==> src/design/page_replacement_fifo_lru_clock_assert.svh <==
// ---------------------------------------------------------------------------
// Page replacement unit: assertion macros
// Shared helpers that wrap concurrent assertions on the block clock and the
// active-low synchronous reset.
// ---------------------------------------------------------------------------
`ifndef PAGE_REPLACEMENT_FIFO_LRU_CLOCK_ASSERT_SVH
`define PAGE_REPLACEMENT_FIFO_LRU_CLOCK_ASSERT_SVH

// Check that cons holds in the same cycle as ante
`define PRC_ASSERT_HOLDS(label, clk, rst_n, ante, cons, msg) \
    label: assert property (@(posedge clk) disable iff (!rst_n) (ante) |-> (cons)) \
        else $error(msg);

// Check that cons holds in the cycle after ante
`define PRC_ASSERT_NEXT(label, clk, rst_n, ante, cons, msg) \
    label: assert property (@(posedge clk) disable iff (!rst_n) (ante) |=> (cons)) \
        else $error(msg);

`endif

==> src/design/prc_pkg.sv <==
// ---------------------------------------------------------------------------
// Page replacement unit: package
// Word types, register indexes, policy and operation codes shared by the
// frame table, the sequencer and the top level.
// ---------------------------------------------------------------------------
package prc_pkg;

    // Default sizes
    localparam int MAX_FRAMES_DEF = 32;
    localparam int PAGE_BITS_DEF  = 16;

    // Fixed field widths of the words on the ports
    localparam int PAGE_W     = 16;
    localparam int IDX_W      = 5;
    localparam int CNT_W      = 32;
    localparam int STAMP_W    = 32;
    localparam int CFG_IDX_W  = 4;
    localparam int CFG_DATA_W = 6;
    localparam int POL_W      = 2;

    // Configuration register indexes
    localparam logic [CFG_IDX_W-1:0] CFG_POLICY = CFG_IDX_W'(0);
    localparam logic [CFG_IDX_W-1:0] CFG_FRAMES = CFG_IDX_W'(1);

    // Replacement policies; the unused code behaves as FIFO
    localparam logic [POL_W-1:0] POL_FIFO  = 2'd0;
    localparam logic [POL_W-1:0] POL_LRU   = 2'd1;
    localparam logic [POL_W-1:0] POL_CLOCK = 2'd2;

    // Input operations
    localparam logic OP_REF   = 1'b0;
    localparam logic OP_CLEAR = 1'b1;

    // Frame count after reset
    localparam logic [CFG_DATA_W-1:0] FRAMES_RST = CFG_DATA_W'(2);

    typedef struct packed {
        logic              op;
        logic [PAGE_W-1:0] page;
    } t_in_word;

    typedef struct packed {
        logic              hit;
        logic [IDX_W-1:0]  frame_index;
        logic              evicted_valid;
        logic [PAGE_W-1:0] evicted_page;
        logic [CNT_W-1:0]  fault_count;
    } t_out_word;

    // Frame table write controls
    typedef struct packed {
        logic clear;
        logic page_we;
        logic stamp_we;
        logic used_set;
        logic used_clr;
    } t_tbl_ctl;

endpackage

==> src/design/prc_table.sv <==
// ---------------------------------------------------------------------------
// Page replacement unit: frame table
// Page and stamp memories with one registered read port and one write port,
// plus valid, used and stamp-written bits held in flops.
// ---------------------------------------------------------------------------
module prc_table #(
    parameter int MAX_FRAMES = prc_pkg::MAX_FRAMES_DEF,
    parameter int PAGE_BITS  = prc_pkg::PAGE_BITS_DEF,
    parameter int FW         = $clog2(MAX_FRAMES)
) (
    input  logic                         i_clk,
    input  logic                         i_rst_n,
    input  prc_pkg::t_tbl_ctl            i_ctl,
    input  logic [FW-1:0]                i_wr_addr,
    input  logic [PAGE_BITS-1:0]         i_wr_page,
    input  logic [prc_pkg::STAMP_W-1:0]  i_wr_stamp,
    input  logic [FW-1:0]                i_rd_addr,
    input  logic [FW-1:0]                i_used_addr,
    output logic                         o_rd_valid,
    output logic [PAGE_BITS-1:0]         o_rd_page,
    output logic [prc_pkg::STAMP_W-1:0]  o_rd_stamp,
    output logic                         o_used
);
    import prc_pkg::*;

    logic [PAGE_BITS-1:0] r_mem_page  [MAX_FRAMES];
    logic [STAMP_W-1:0]   r_mem_stamp [MAX_FRAMES];
    logic [MAX_FRAMES-1:0] r_valid;
    logic [MAX_FRAMES-1:0] r_used;
    logic [MAX_FRAMES-1:0] r_stamp_ok;
    logic [PAGE_BITS-1:0] r_rd_page;
    logic [STAMP_W-1:0]   r_rd_stamp;
    logic                 r_rd_valid;
    logic                 r_rd_ok;

    // Per-frame flags: clear all at once, set or drop one per cycle
    always_ff @(posedge i_clk) begin
        if (!i_rst_n) begin
            r_valid    <= '0;
            r_used     <= '0;
            r_stamp_ok <= '0;
        end else if (i_ctl.clear) begin
            r_valid    <= '0;
            r_used     <= '0;
            r_stamp_ok <= '0;
        end else begin
            if (i_ctl.page_we) begin
                r_valid[i_wr_addr] <= 1'b1;
            end
            if (i_ctl.stamp_we) begin
                r_stamp_ok[i_wr_addr] <= 1'b1;
            end
            if (i_ctl.used_set) begin
                r_used[i_wr_addr] <= 1'b1;
            end
            if (i_ctl.used_clr) begin
                r_used[i_wr_addr] <= 1'b0;
            end
        end
    end

    // Memories: write one entry, read one entry with registered data
    always_ff @(posedge i_clk) begin
        if (i_ctl.page_we) begin
            r_mem_page[i_wr_addr] <= i_wr_page;
        end
        if (i_ctl.stamp_we) begin
            r_mem_stamp[i_wr_addr] <= i_wr_stamp;
        end
        r_rd_page  <= r_mem_page[i_rd_addr];
        r_rd_stamp <= r_mem_stamp[i_rd_addr];
        r_rd_valid <= r_valid[i_rd_addr];
        r_rd_ok    <= r_stamp_ok[i_rd_addr];
    end

    // A stamp never written since clear reads as zero
    assign o_rd_valid = r_rd_valid;
    assign o_rd_page  = r_rd_page;
    assign o_rd_stamp = r_rd_ok ? r_rd_stamp : '0;
    assign o_used     = r_used[i_used_addr];

endmodule

==> src/design/prc_ctrl.sv <==
// ---------------------------------------------------------------------------
// Page replacement unit: sequencer
// Walks the frame table one frame per cycle through a single compare unit:
// hit search and least-stamp search together, then the clock sweep, then
// the eviction read and the table update.
// ---------------------------------------------------------------------------
`include "page_replacement_fifo_lru_clock_assert.svh"

module prc_ctrl #(
    parameter int MAX_FRAMES = prc_pkg::MAX_FRAMES_DEF,
    parameter int PAGE_BITS  = prc_pkg::PAGE_BITS_DEF,
    parameter int FW         = $clog2(MAX_FRAMES)
) (
    input  logic                            i_clk,
    input  logic                            i_rst_n,
    input  logic                            i_in_valid,
    output logic                            o_in_ready,
    input  prc_pkg::t_in_word               i_in_data,
    input  logic [prc_pkg::POL_W-1:0]       i_policy,
    input  logic [prc_pkg::CFG_DATA_W-1:0]  i_frame_count,
    input  logic                            i_res_free,
    output logic                            o_res_valid,
    output prc_pkg::t_out_word              o_res,
    output prc_pkg::t_tbl_ctl               o_tbl_ctl,
    output logic [FW-1:0]                   o_wr_addr,
    output logic [PAGE_BITS-1:0]            o_wr_page,
    output logic [prc_pkg::STAMP_W-1:0]     o_wr_stamp,
    output logic [FW-1:0]                   o_rd_addr,
    output logic [FW-1:0]                   o_used_addr,
    input  logic                            i_rd_valid,
    input  logic [PAGE_BITS-1:0]            i_rd_page,
    input  logic [prc_pkg::STAMP_W-1:0]     i_rd_stamp,
    input  logic                            i_used
);
    import prc_pkg::*;

    typedef enum logic [5:0] {
        S_IDLE  = 6'b000001,
        S_SCAN  = 6'b000010,
        S_SWEEP = 6'b000100,
        S_EVRD  = 6'b001000,
        S_WRITE = 6'b010000,
        S_DONE  = 6'b100000
    } t_state;

    t_state              r_state,     n_state;
    logic [FW-1:0]       r_idx,       n_idx;
    logic [FW-1:0]       r_cmp_idx,   n_cmp_idx;
    logic                r_cmp_vld,   n_cmp_vld;
    logic [FW-1:0]       r_min_idx,   n_min_idx;
    logic [STAMP_W-1:0]  r_min_stamp, n_min_stamp;
    logic [FW-1:0]       r_victim,    n_victim;
    logic                r_hit,       n_hit;
    logic                r_ev_valid,  n_ev_valid;
    logic [PAGE_BITS-1:0] r_ev_page,  n_ev_page;
    logic [FW-1:0]       r_ptr,       n_ptr;
    logic [FW-1:0]       r_last,      n_last;
    logic [PAGE_BITS-1:0] r_page,     n_page;
    logic [STAMP_W-1:0]  r_stamp_now, n_stamp_now;
    logic [STAMP_W-1:0]  r_refclk,    n_refclk;
    logic [CNT_W-1:0]    r_faults,    n_faults;
    logic                r_is_lru,    n_is_lru;
    logic                r_is_clk,    n_is_clk;

    logic [FW-1:0]       w_last;
    logic [FW-1:0]       w_ptr_adv;
    logic                w_le;
    logic [FW-1:0]       w_min_idx;
    logic [STAMP_W-1:0]  w_min_stamp;
    logic                w_match;
    logic                w_clr_go;
    logic [CNT_W-1:0]    w_faults_inc;

    // Last usable frame from the configured count, clamped to at least two frames and to the table
    always_comb begin
        if (i_frame_count < CFG_DATA_W'(2)) begin
            w_last = FW'(1);
        end else if (32'(i_frame_count) > 32'(MAX_FRAMES)) begin
            w_last = FW'(MAX_FRAMES - 1);
        end else begin
            w_last = FW'(i_frame_count - CFG_DATA_W'(1));
        end
    end

    // Shared compare unit: page match and least-stamp update
    assign w_match     = i_rd_valid && (i_rd_page == r_page);
    assign w_le        = (i_rd_stamp <= r_min_stamp);
    assign w_min_idx   = w_le ? r_cmp_idx : r_min_idx;
    assign w_min_stamp = w_le ? i_rd_stamp : r_min_stamp;

    assign w_ptr_adv    = (r_ptr == r_last) ? '0 : r_ptr + 1'b1;
    assign w_faults_inc = (r_faults != '1) ? r_faults + CNT_W'(1) : r_faults;
    assign w_clr_go     = (r_state == S_IDLE) && i_in_valid && (i_in_data.op == OP_CLEAR);

    // Sequencer
    always_comb begin
        n_state     = r_state;
        n_idx       = r_idx;
        n_cmp_idx   = r_cmp_idx;
        n_cmp_vld   = r_cmp_vld;
        n_min_idx   = r_min_idx;
        n_min_stamp = r_min_stamp;
        n_victim    = r_victim;
        n_hit       = r_hit;
        n_ev_valid  = r_ev_valid;
        n_ev_page   = r_ev_page;
        n_ptr       = r_ptr;
        n_last      = r_last;
        n_page      = r_page;
        n_stamp_now = r_stamp_now;
        n_refclk    = r_refclk;
        n_faults    = r_faults;
        n_is_lru    = r_is_lru;
        n_is_clk    = r_is_clk;
        o_tbl_ctl   = '0;
        o_wr_addr   = r_victim;
        o_rd_addr   = (r_state == S_EVRD) ? r_victim : r_idx;
        o_in_ready  = 1'b0;
        o_res_valid = 1'b0;

        unique case (r_state)
            S_IDLE: begin
                o_in_ready = 1'b1;
                if (i_in_valid) begin
                    if (i_in_data.op == OP_CLEAR) begin
                        // Empty the table and restart the counters
                        o_tbl_ctl.clear = 1'b1;
                        n_ptr      = '0;
                        n_refclk   = STAMP_W'(1);
                        n_faults   = '0;
                        n_hit      = 1'b0;
                        n_victim   = '0;
                        n_ev_valid = 1'b0;
                        n_ev_page  = '0;
                        n_state    = S_DONE;
                    end else begin
                        n_page      = PAGE_BITS'(i_in_data.page);
                        n_stamp_now = r_refclk;
                        n_refclk    = (r_refclk != '1) ? r_refclk + STAMP_W'(1) : r_refclk;
                        n_last      = w_last;
                        n_ptr       = (r_ptr > w_last) ? '0 : r_ptr;
                        n_idx       = '0;
                        n_cmp_vld   = 1'b0;
                        n_min_idx   = '0;
                        n_min_stamp = '1;
                        n_is_lru    = (i_policy == POL_LRU);
                        n_is_clk    = (i_policy == POL_CLOCK);
                        n_state     = S_SCAN;
                    end
                end
            end
            S_SCAN: begin
                // Issue one read per cycle, compare the previous one
                n_idx     = r_idx + 1'b1;
                n_cmp_idx = r_idx;
                n_cmp_vld = 1'b1;
                if (r_cmp_vld) begin
                    if (w_match) begin
                        n_hit      = 1'b1;
                        n_victim   = r_cmp_idx;
                        n_ev_valid = 1'b0;
                        n_ev_page  = '0;
                        n_state    = S_WRITE;
                    end else begin
                        n_min_idx   = w_min_idx;
                        n_min_stamp = w_min_stamp;
                        if (r_cmp_idx == r_last) begin
                            n_hit    = 1'b0;
                            n_faults = w_faults_inc;
                            if (r_is_lru) begin
                                n_victim = w_min_idx;
                                n_state  = S_EVRD;
                            end else if (r_is_clk) begin
                                n_state = S_SWEEP;
                            end else begin
                                n_victim = r_ptr;
                                n_ptr    = w_ptr_adv;
                                n_state  = S_EVRD;
                            end
                        end
                    end
                end
            end
            S_SWEEP: begin
                // Drop used bits until a clear one comes under the hand
                o_wr_addr = r_ptr;
                n_ptr     = w_ptr_adv;
                if (i_used) begin
                    o_tbl_ctl.used_clr = 1'b1;
                end else begin
                    n_victim = r_ptr;
                    n_state  = S_EVRD;
                end
            end
            S_EVRD: begin
                n_state = S_WRITE;
            end
            S_WRITE: begin
                // Capture the evicted page, then place and mark the frame
                if (!r_hit) begin
                    o_tbl_ctl.page_we = 1'b1;
                    n_ev_valid = i_rd_valid;
                    n_ev_page  = i_rd_valid ? i_rd_page : '0;
                end
                o_tbl_ctl.stamp_we = r_is_lru;
                o_tbl_ctl.used_set = r_is_clk;
                n_state = S_DONE;
            end
            S_DONE: begin
                o_res_valid = 1'b1;
                if (i_res_free) begin
                    n_state = S_IDLE;
                end
            end
            default: begin
                n_state = S_IDLE;
            end
        endcase
    end

    assign o_wr_page   = r_page;
    assign o_wr_stamp  = r_stamp_now;
    assign o_used_addr = r_ptr;

    // Result word
    always_comb begin
        o_res.hit           = r_hit;
        o_res.frame_index   = IDX_W'(r_victim);
        o_res.evicted_valid = r_ev_valid;
        o_res.evicted_page  = PAGE_W'(r_ev_page);
        o_res.fault_count   = r_faults;
    end

    // Control state
    always_ff @(posedge i_clk) begin
        if (!i_rst_n) begin
            r_state   <= S_IDLE;
            r_cmp_vld <= 1'b0;
            r_ptr     <= '0;
            r_refclk  <= STAMP_W'(1);
            r_faults  <= '0;
            r_is_lru  <= 1'b0;
            r_is_clk  <= 1'b0;
            r_last    <= FW'(1);
        end else begin
            r_state   <= n_state;
            r_cmp_vld <= n_cmp_vld;
            r_ptr     <= n_ptr;
            r_refclk  <= n_refclk;
            r_faults  <= n_faults;
            r_is_lru  <= n_is_lru;
            r_is_clk  <= n_is_clk;
            r_last    <= n_last;
        end
    end

    // Working registers
    always_ff @(posedge i_clk) begin
        r_idx       <= n_idx;
        r_cmp_idx   <= n_cmp_idx;
        r_min_idx   <= n_min_idx;
        r_min_stamp <= n_min_stamp;
        r_victim    <= n_victim;
        r_hit       <= n_hit;
        r_ev_valid  <= n_ev_valid;
        r_ev_page   <= n_ev_page;
        r_page      <= n_page;
        r_stamp_now <= n_stamp_now;
    end

    // Checks
    `PRC_ASSERT_HOLDS(a_ptr_range, i_clk, i_rst_n, r_state != S_IDLE, r_ptr <= r_last, "victim pointer beyond frame count")
    `PRC_ASSERT_HOLDS(a_hit_no_evict, i_clk, i_rst_n, (r_state == S_DONE) && r_hit, !r_ev_valid, "hit reports an eviction")
    `PRC_ASSERT_NEXT(a_faults_mono, i_clk, i_rst_n, !w_clr_go, r_faults >= $past(r_faults), "fault count went down without clear")
    `PRC_ASSERT_NEXT(a_sweep_moves, i_clk, i_rst_n, (r_state == S_SWEEP) && i_used, r_ptr != $past(r_ptr), "clock hand stuck on a used frame")

endmodule

==> src/design/page_replacement_fifo_lru_clock.sv <==
// ---------------------------------------------------------------------------
// Page replacement unit: top level
// Frame table with FIFO, LRU and CLOCK replacement. Holds the configuration
// registers and the output word register.
// ---------------------------------------------------------------------------
//  channel | direction | words                       | handshake
//  in      | input     | op, page                    | i_in_valid / o_in_ready
//  out     | output    | hit, frame_index, evicted.. | o_out_valid / i_out_ready
//  cfg     | input     | index, data (policy, count) | i_cfg_valid / o_cfg_ready
//
//  A miss searches every frame in use for FIFO and LRU, one frame per cycle
//  through the table memory read port; a hit in frame h ends the search at
//  that frame. CLOCK adds a sweep of the hand to a miss. A clear goes straight
//  to the result word.
//  Synchronous active-low reset empties the table at once; no clearing pass.
//  The output register holds a finished word while the out side stalls; the
//  next word is accepted meanwhile and waits in the sequencer until it drains.
// ---------------------------------------------------------------------------
module page_replacement_fifo_lru_clock #(
    parameter int MAX_FRAMES = prc_pkg::MAX_FRAMES_DEF,
    parameter int PAGE_BITS  = prc_pkg::PAGE_BITS_DEF
) (
    input  logic                            i_clk,
    input  logic                            i_rst_n,
    input  logic                            i_in_valid,
    output logic                            o_in_ready,
    input  prc_pkg::t_in_word               i_in_data,
    output logic                            o_out_valid,
    input  logic                            i_out_ready,
    output prc_pkg::t_out_word              o_out_data,
    input  logic                            i_cfg_valid,
    output logic                            o_cfg_ready,
    input  logic [prc_pkg::CFG_IDX_W-1:0]   i_cfg_index,
    input  logic [prc_pkg::CFG_DATA_W-1:0]  i_cfg_data
);
    import prc_pkg::*;

    localparam int FW = $clog2(MAX_FRAMES);

    logic [POL_W-1:0]      r_policy;
    logic [CFG_DATA_W-1:0] r_frame_count;
    logic                  r_out_vld;
    t_out_word             r_out;

    logic                  w_out_free;
    logic                  w_res_vld;
    t_out_word             w_res;
    t_tbl_ctl              w_tbl_ctl;
    logic [FW-1:0]         w_wr_addr;
    logic [PAGE_BITS-1:0]  w_wr_page;
    logic [STAMP_W-1:0]    w_wr_stamp;
    logic [FW-1:0]         w_rd_addr;
    logic [FW-1:0]         w_used_addr;
    logic                  w_rd_valid;
    logic [PAGE_BITS-1:0]  w_rd_page;
    logic [STAMP_W-1:0]    w_rd_stamp;
    logic                  w_used;

    // Configuration registers
    assign o_cfg_ready = 1'b1;

    always_ff @(posedge i_clk) begin
        if (!i_rst_n) begin
            r_policy      <= POL_FIFO;
            r_frame_count <= FRAMES_RST;
        end else if (i_cfg_valid) begin
            unique case (i_cfg_index)
                CFG_POLICY: r_policy      <= i_cfg_data[POL_W-1:0];
                CFG_FRAMES: r_frame_count <= i_cfg_data;
                default: ;
            endcase
        end
    end

    // Output word register: load when empty or draining
    assign w_out_free  = !r_out_vld || i_out_ready;
    assign o_out_valid = r_out_vld;
    assign o_out_data  = r_out;

    always_ff @(posedge i_clk) begin
        if (!i_rst_n) begin
            r_out_vld <= 1'b0;
        end else if (w_out_free) begin
            r_out_vld <= w_res_vld;
        end
    end

    always_ff @(posedge i_clk) begin
        if (w_out_free && w_res_vld) begin
            r_out <= w_res;
        end
    end

    prc_ctrl #(
        .MAX_FRAMES (MAX_FRAMES),
        .PAGE_BITS  (PAGE_BITS),
        .FW         (FW)
    ) u_ctrl (
        .i_clk         (i_clk),
        .i_rst_n       (i_rst_n),
        .i_in_valid    (i_in_valid),
        .o_in_ready    (o_in_ready),
        .i_in_data     (i_in_data),
        .i_policy      (r_policy),
        .i_frame_count (r_frame_count),
        .i_res_free    (w_out_free),
        .o_res_valid   (w_res_vld),
        .o_res         (w_res),
        .o_tbl_ctl     (w_tbl_ctl),
        .o_wr_addr     (w_wr_addr),
        .o_wr_page     (w_wr_page),
        .o_wr_stamp    (w_wr_stamp),
        .o_rd_addr     (w_rd_addr),
        .o_used_addr   (w_used_addr),
        .i_rd_valid    (w_rd_valid),
        .i_rd_page     (w_rd_page),
        .i_rd_stamp    (w_rd_stamp),
        .i_used        (w_used)
    );

    prc_table #(
        .MAX_FRAMES (MAX_FRAMES),
        .PAGE_BITS  (PAGE_BITS),
        .FW         (FW)
    ) u_table (
        .i_clk       (i_clk),
        .i_rst_n     (i_rst_n),
        .i_ctl       (w_tbl_ctl),
        .i_wr_addr   (w_wr_addr),
        .i_wr_page   (w_wr_page),
        .i_wr_stamp  (w_wr_stamp),
        .i_rd_addr   (w_rd_addr),
        .i_used_addr (w_used_addr),
        .o_rd_valid  (w_rd_valid),
        .o_rd_page   (w_rd_page),
        .o_rd_stamp  (w_rd_stamp),
        .o_used      (w_used)
    );

endmodule
==> config.mk <==
export PLATFORM = sky130hd
export DESIGN_NAME = page_replacement_fifo_lru_clock
export DESIGN_NICKNAME = d
export VERILOG_FILES = /design/src/design/prc_pkg.sv /design/src/design/prc_table.sv /design/src/design/prc_ctrl.sv /design/src/design/page_replacement_fifo_lru_clock.sv
export VERILOG_INCLUDE_DIRS = /design/src /design/src/design
export SDC_FILE = /design/constraint.sdc
export NUM_CORES = 2
export LEC_CHECK = 0
export BUFFER_PORTS_ARGS = -buffer_cell sky130_fd_sc_hd__buf_2
export CAP_MARGIN = 20
export CORE_MARGIN = 4
export CORE_UTILIZATION = 58
export DETAILED_ROUTE_END_ITERATION = 6
export PLACE_DENSITY = 0.74
export SLEW_MARGIN = 20
export SYNTH_ARGS = -nofsm -noshare
export SYNTH_HDL_FRONTEND = slang
export SYNTH_HIERARCHICAL = 1
export SYNTH_SLANG_ARGS = --single-unit
==> constraint.sdc <==
create_clock -name i_clk -period 8.62 [get_ports i_clk]
set_input_delay 0.431 -clock i_clk [delete_from_list [all_inputs] [get_ports i_clk]]
set_output_delay 0.431 -clock i_clk [all_outputs]
set_load 0.05 [all_outputs]
==> flow_summary.toml <==
[sta]
drv_slew = 0
fin_crit_sh = 0.504
fin_crit_ps = 4340
max_slew.worst_pin.slew_ps = 1160
clock_skew_ps = 31.8
rsz0062_at_grt = "no"
slew_headroom = 0.224
finalSetupViolCount = 0
setup_ws_ps = 4280
fin_setup_tns_ps = 0
finalHoldViolCount = 0
maxClockFrequency_mhz = 230

[finish]
post-route-util = 0.649
fin_nets = 5112
seqCellArea_um2 = 56100
drive_gt1_frac = 0.104
fillers = 8950
multi_input_area_um2 = 19200
synthToLayoutAreaGrowth_pct = 11.0

[cts]
htree_levels = 4
cts_buffer_depth = 3
cts_setup_buffers = 0
cts.clk_slew.worst_paths_ps = 60
cts_buffers = 184
worstSkewPairLatency_ps = 820
cts_sinks = 1947
cts_tree = "done"
root_buffer = "clkbuf_16"

[placed_design]
hpwl_mm = 93.9
dp_slack_ps = 4220
io_buffers = 88
place_congestion = 0.853

[floorplanning]
die_w_um = 372
start_util = 0.585
core_um2 = 132000
ios = 90
die_y_um = 372
rows = 133
dieArea_um2 = 139000

[setup_path]
reg2reg_to = "u_table/o_rd_page[14]"
cpLargestDelayFamily = "buffers and inverters"
reg2reg_from = "u_ctrl/r_state[4]"
r2r_slack_ps = 4280
cp_data_arrival_time_ps = 4990
crit_end = "u_table/o_rd_page[14]"
cpMostUsedCell = "nand3_1"
critPathMaxStageDelay_ps = 790
cp.depth = 9
end_kind = "flop"
worst_r2r_path_depth = 9
path_class = "reg2reg"
startpoint_type = "flop"
cpMaxStageDelayCell = "buf_4"
critPathLaunch = "u_ctrl/r_state[4]"
cp_num_buf_inv = 2
path_max_fanout = 111
cp.required_ps = 9260
path_cells = "nor4_1, nand3b_1, mux2_8, buf_12, buf_4, mux2i_1, a22oi_1, nand3_1, nand3_1"

[synthesis]
synth_area_um2 = 77000
yosysWarnings = 6
netlist_instances = 4912
syn_area_per_cell_um2 = 15.7
synth_top_area_share = 0.667
ys_types = 75
yosysSeqAreaShare = 0.729
synthTopCellsByArea = "edfxtp_1 (67%), mux2i_1 (11%), dfxtp_1 (6.2%)"
yosysTopAreaCell = "edfxtp_1"
async_reset_ff_frac = 0
synth-seq-cells = 1947
synth_edf_count = 1709
synthTopCellsByCount = "edfxtp_1 (1709), mux2i_1 (834), nand2_1 (241), a21oi_1 (240), dfxtp_1 (238)"
syn_nets = 4986
synth.most_common_cell = "edfxtp_1"
synth_ff_type = "edfxtp_1"

[power]
power.density_nw_per_um2 = 231
p_leak_nw = 29.8
ir_drop_mv = 0.193

[drt]
ant_nets = 0
wl_mm = 188
dr.pass1.iters = 6
vias = 43700
remaining_drc_errors = 0
highest_layer = "met5"
met3_length_mm = 16.0
drt-initial-drc-count = 5520
routed_via_density = 6.29
routedWlPerCell_um = 27.0
met2_length_mm = 89.9
drt-met1-wl_mm = 74.8

[min_path]
hp-class = "in2reg"

[grt]
grt_max_degree = 124
grt_pass1_wl_mm = 274
grt-ovfl-total = 0
antenna_found_initial = 8
track_usage = 0.269
first_global_vias = 42600

[job]
max_cap_violations = 0

[outcome]
status = "finished, final reports clean"
-- placed cells by master, fill, tap and decap left out, drive strengths merged, types with 9 or more instances in the layout --
| cell type | n |
|---|---|
| mux2 | 10 |
| dfxtp | 238 |
| or3 | 44 |
| xor2 | 30 |
| a22o | 101 |
| and2 | 107 |
| nand3 | 193 |
| nor4 | 13 |
| nor2 | 227 |
| a21boi | 10 |
| or4 | 9 |
| inv | 55 |
| buf | 181 |
| nand3b | 11 |
| xnor2 | 32 |
| dlygate4sd3 | 26 |
| edfxtp | 1709 |
| ha | 42 |
| and3 | 30 |
| clkbuf | 263 |
| a31oi | 55 |
| a211oi | 36 |
| a22oi | 159 |
| nor2b | 16 |
| nand2 | 243 |
| mux2i | 834 |
| nand2b | 13 |
| nor3 | 62 |
| clkinv | 67 |
| nand4 | 27 |
| a21oi | 240 |
| o21ai | 36 |
-- routing by layer --
| layer | track usage | vias to the layer above |
|---|---|---|
| met1 | 0.371 | 21900 |
| met2 | 0.431 | 2176 |
| li1 | - | 19200 |
| met5 | 0 | - |
| met4 | 0.107 | 4 |
| met3 | 0.0443 | 454 |
-- cell type report --
class	instances	area share
diodes	2	0.0000586
clock buffers	263	0.0615
clock inverters	84	0.00847
inverters	50	0.00221
multi-input cells	2648	0.225
flip-flops and latches	1947	0.657
well taps	1755	0.0257
repair buffers	207	0.0203
-- where the power goes --
part / switching [mW] / internal [mW]
registers: 0.173 / 10.4
logic: 0.823 / 0.447
clock network: 3.45 / 4.47
-- through the flow --
| step | instances | total power [mW] | hold WS [ps] | cell area (um^2) |
|---|---|---|---|---|
| after global placement | 6568 | 11.9 | 400 | 78900 |
| after floorplan | 4912 | 11.5 | 400 | 77000 |
| after CTS | 6941 | 19.8 | 35.6 | 85100 |
| final | 6956 | 19.7 | 86.6 | 85400 |
| after detailed placement | 6568 | 11.9 | 406 | 78900 |
| after global routing | 6954 | 20.3 | 86.3 | 85400 |
-- logic make-up after synthesis --
group           count (synthesis)  synth area share
compound gates                676            0.0583
xor+xnor                       62           0.00706
fa+ha+maj                      42           0.00683
buf+inv                       317            0.0236
flops                        1947             0.729
mux                           844             0.110
other cells                     1         0.0000487
simple gates                 1023            0.0656
-- worst register-to-register path, delay by kind of cell (launching register included) --
kind / cells / cell delay, ps
buffers and inverters: 2 / 1490
muxes: 2 / 1090
and+or+nand+nor: 4 / 1080
DFF: 1 / 410
AOI/OAI and AO/OA: 1 / 120
-- registers in the layout (all words and copies together) (netlist names), 32 cells and up --
register	cells
u_table/r_mem_stamp	1024
u_table/r_mem_page	512
o_out_data	55
u_ctrl/o_wr_stamp	32
u_ctrl/r_faults	32
u_ctrl/r_min_stamp	32
u_ctrl/r_refclk	32
u_table/r_rd_stamp	32
u_table/r_stamp_ok	32
u_table/r_used	32
u_table/r_valid	32
-- how the worst min path moves through the flow --
stage,start,endpoint,slack [ps],depth (start not counted)
floorplan,u_ctrl/r_ev_page[0],o_out_data[32],400,0
global placement,u_ctrl/r_ev_page[13],o_out_data[45],400,0
detailed placement,u_ctrl/r_ev_page[0],o_out_data[32],410,0
CTS,i_cfg_index[1],r_frame_count[0],40,4
global route,i_cfg_index[1],r_frame_count[3],90,4
finish,i_cfg_index[1],r_frame_count[0],90,4
-- timing repair --
action	CTS	global route
hold buffers	26	0
setup endpoints to repair	0	0
gates resized for setup	0	0
endpoints found under the hold margin	25	0
No activity file was read; power rests on OpenSTA's default activity.
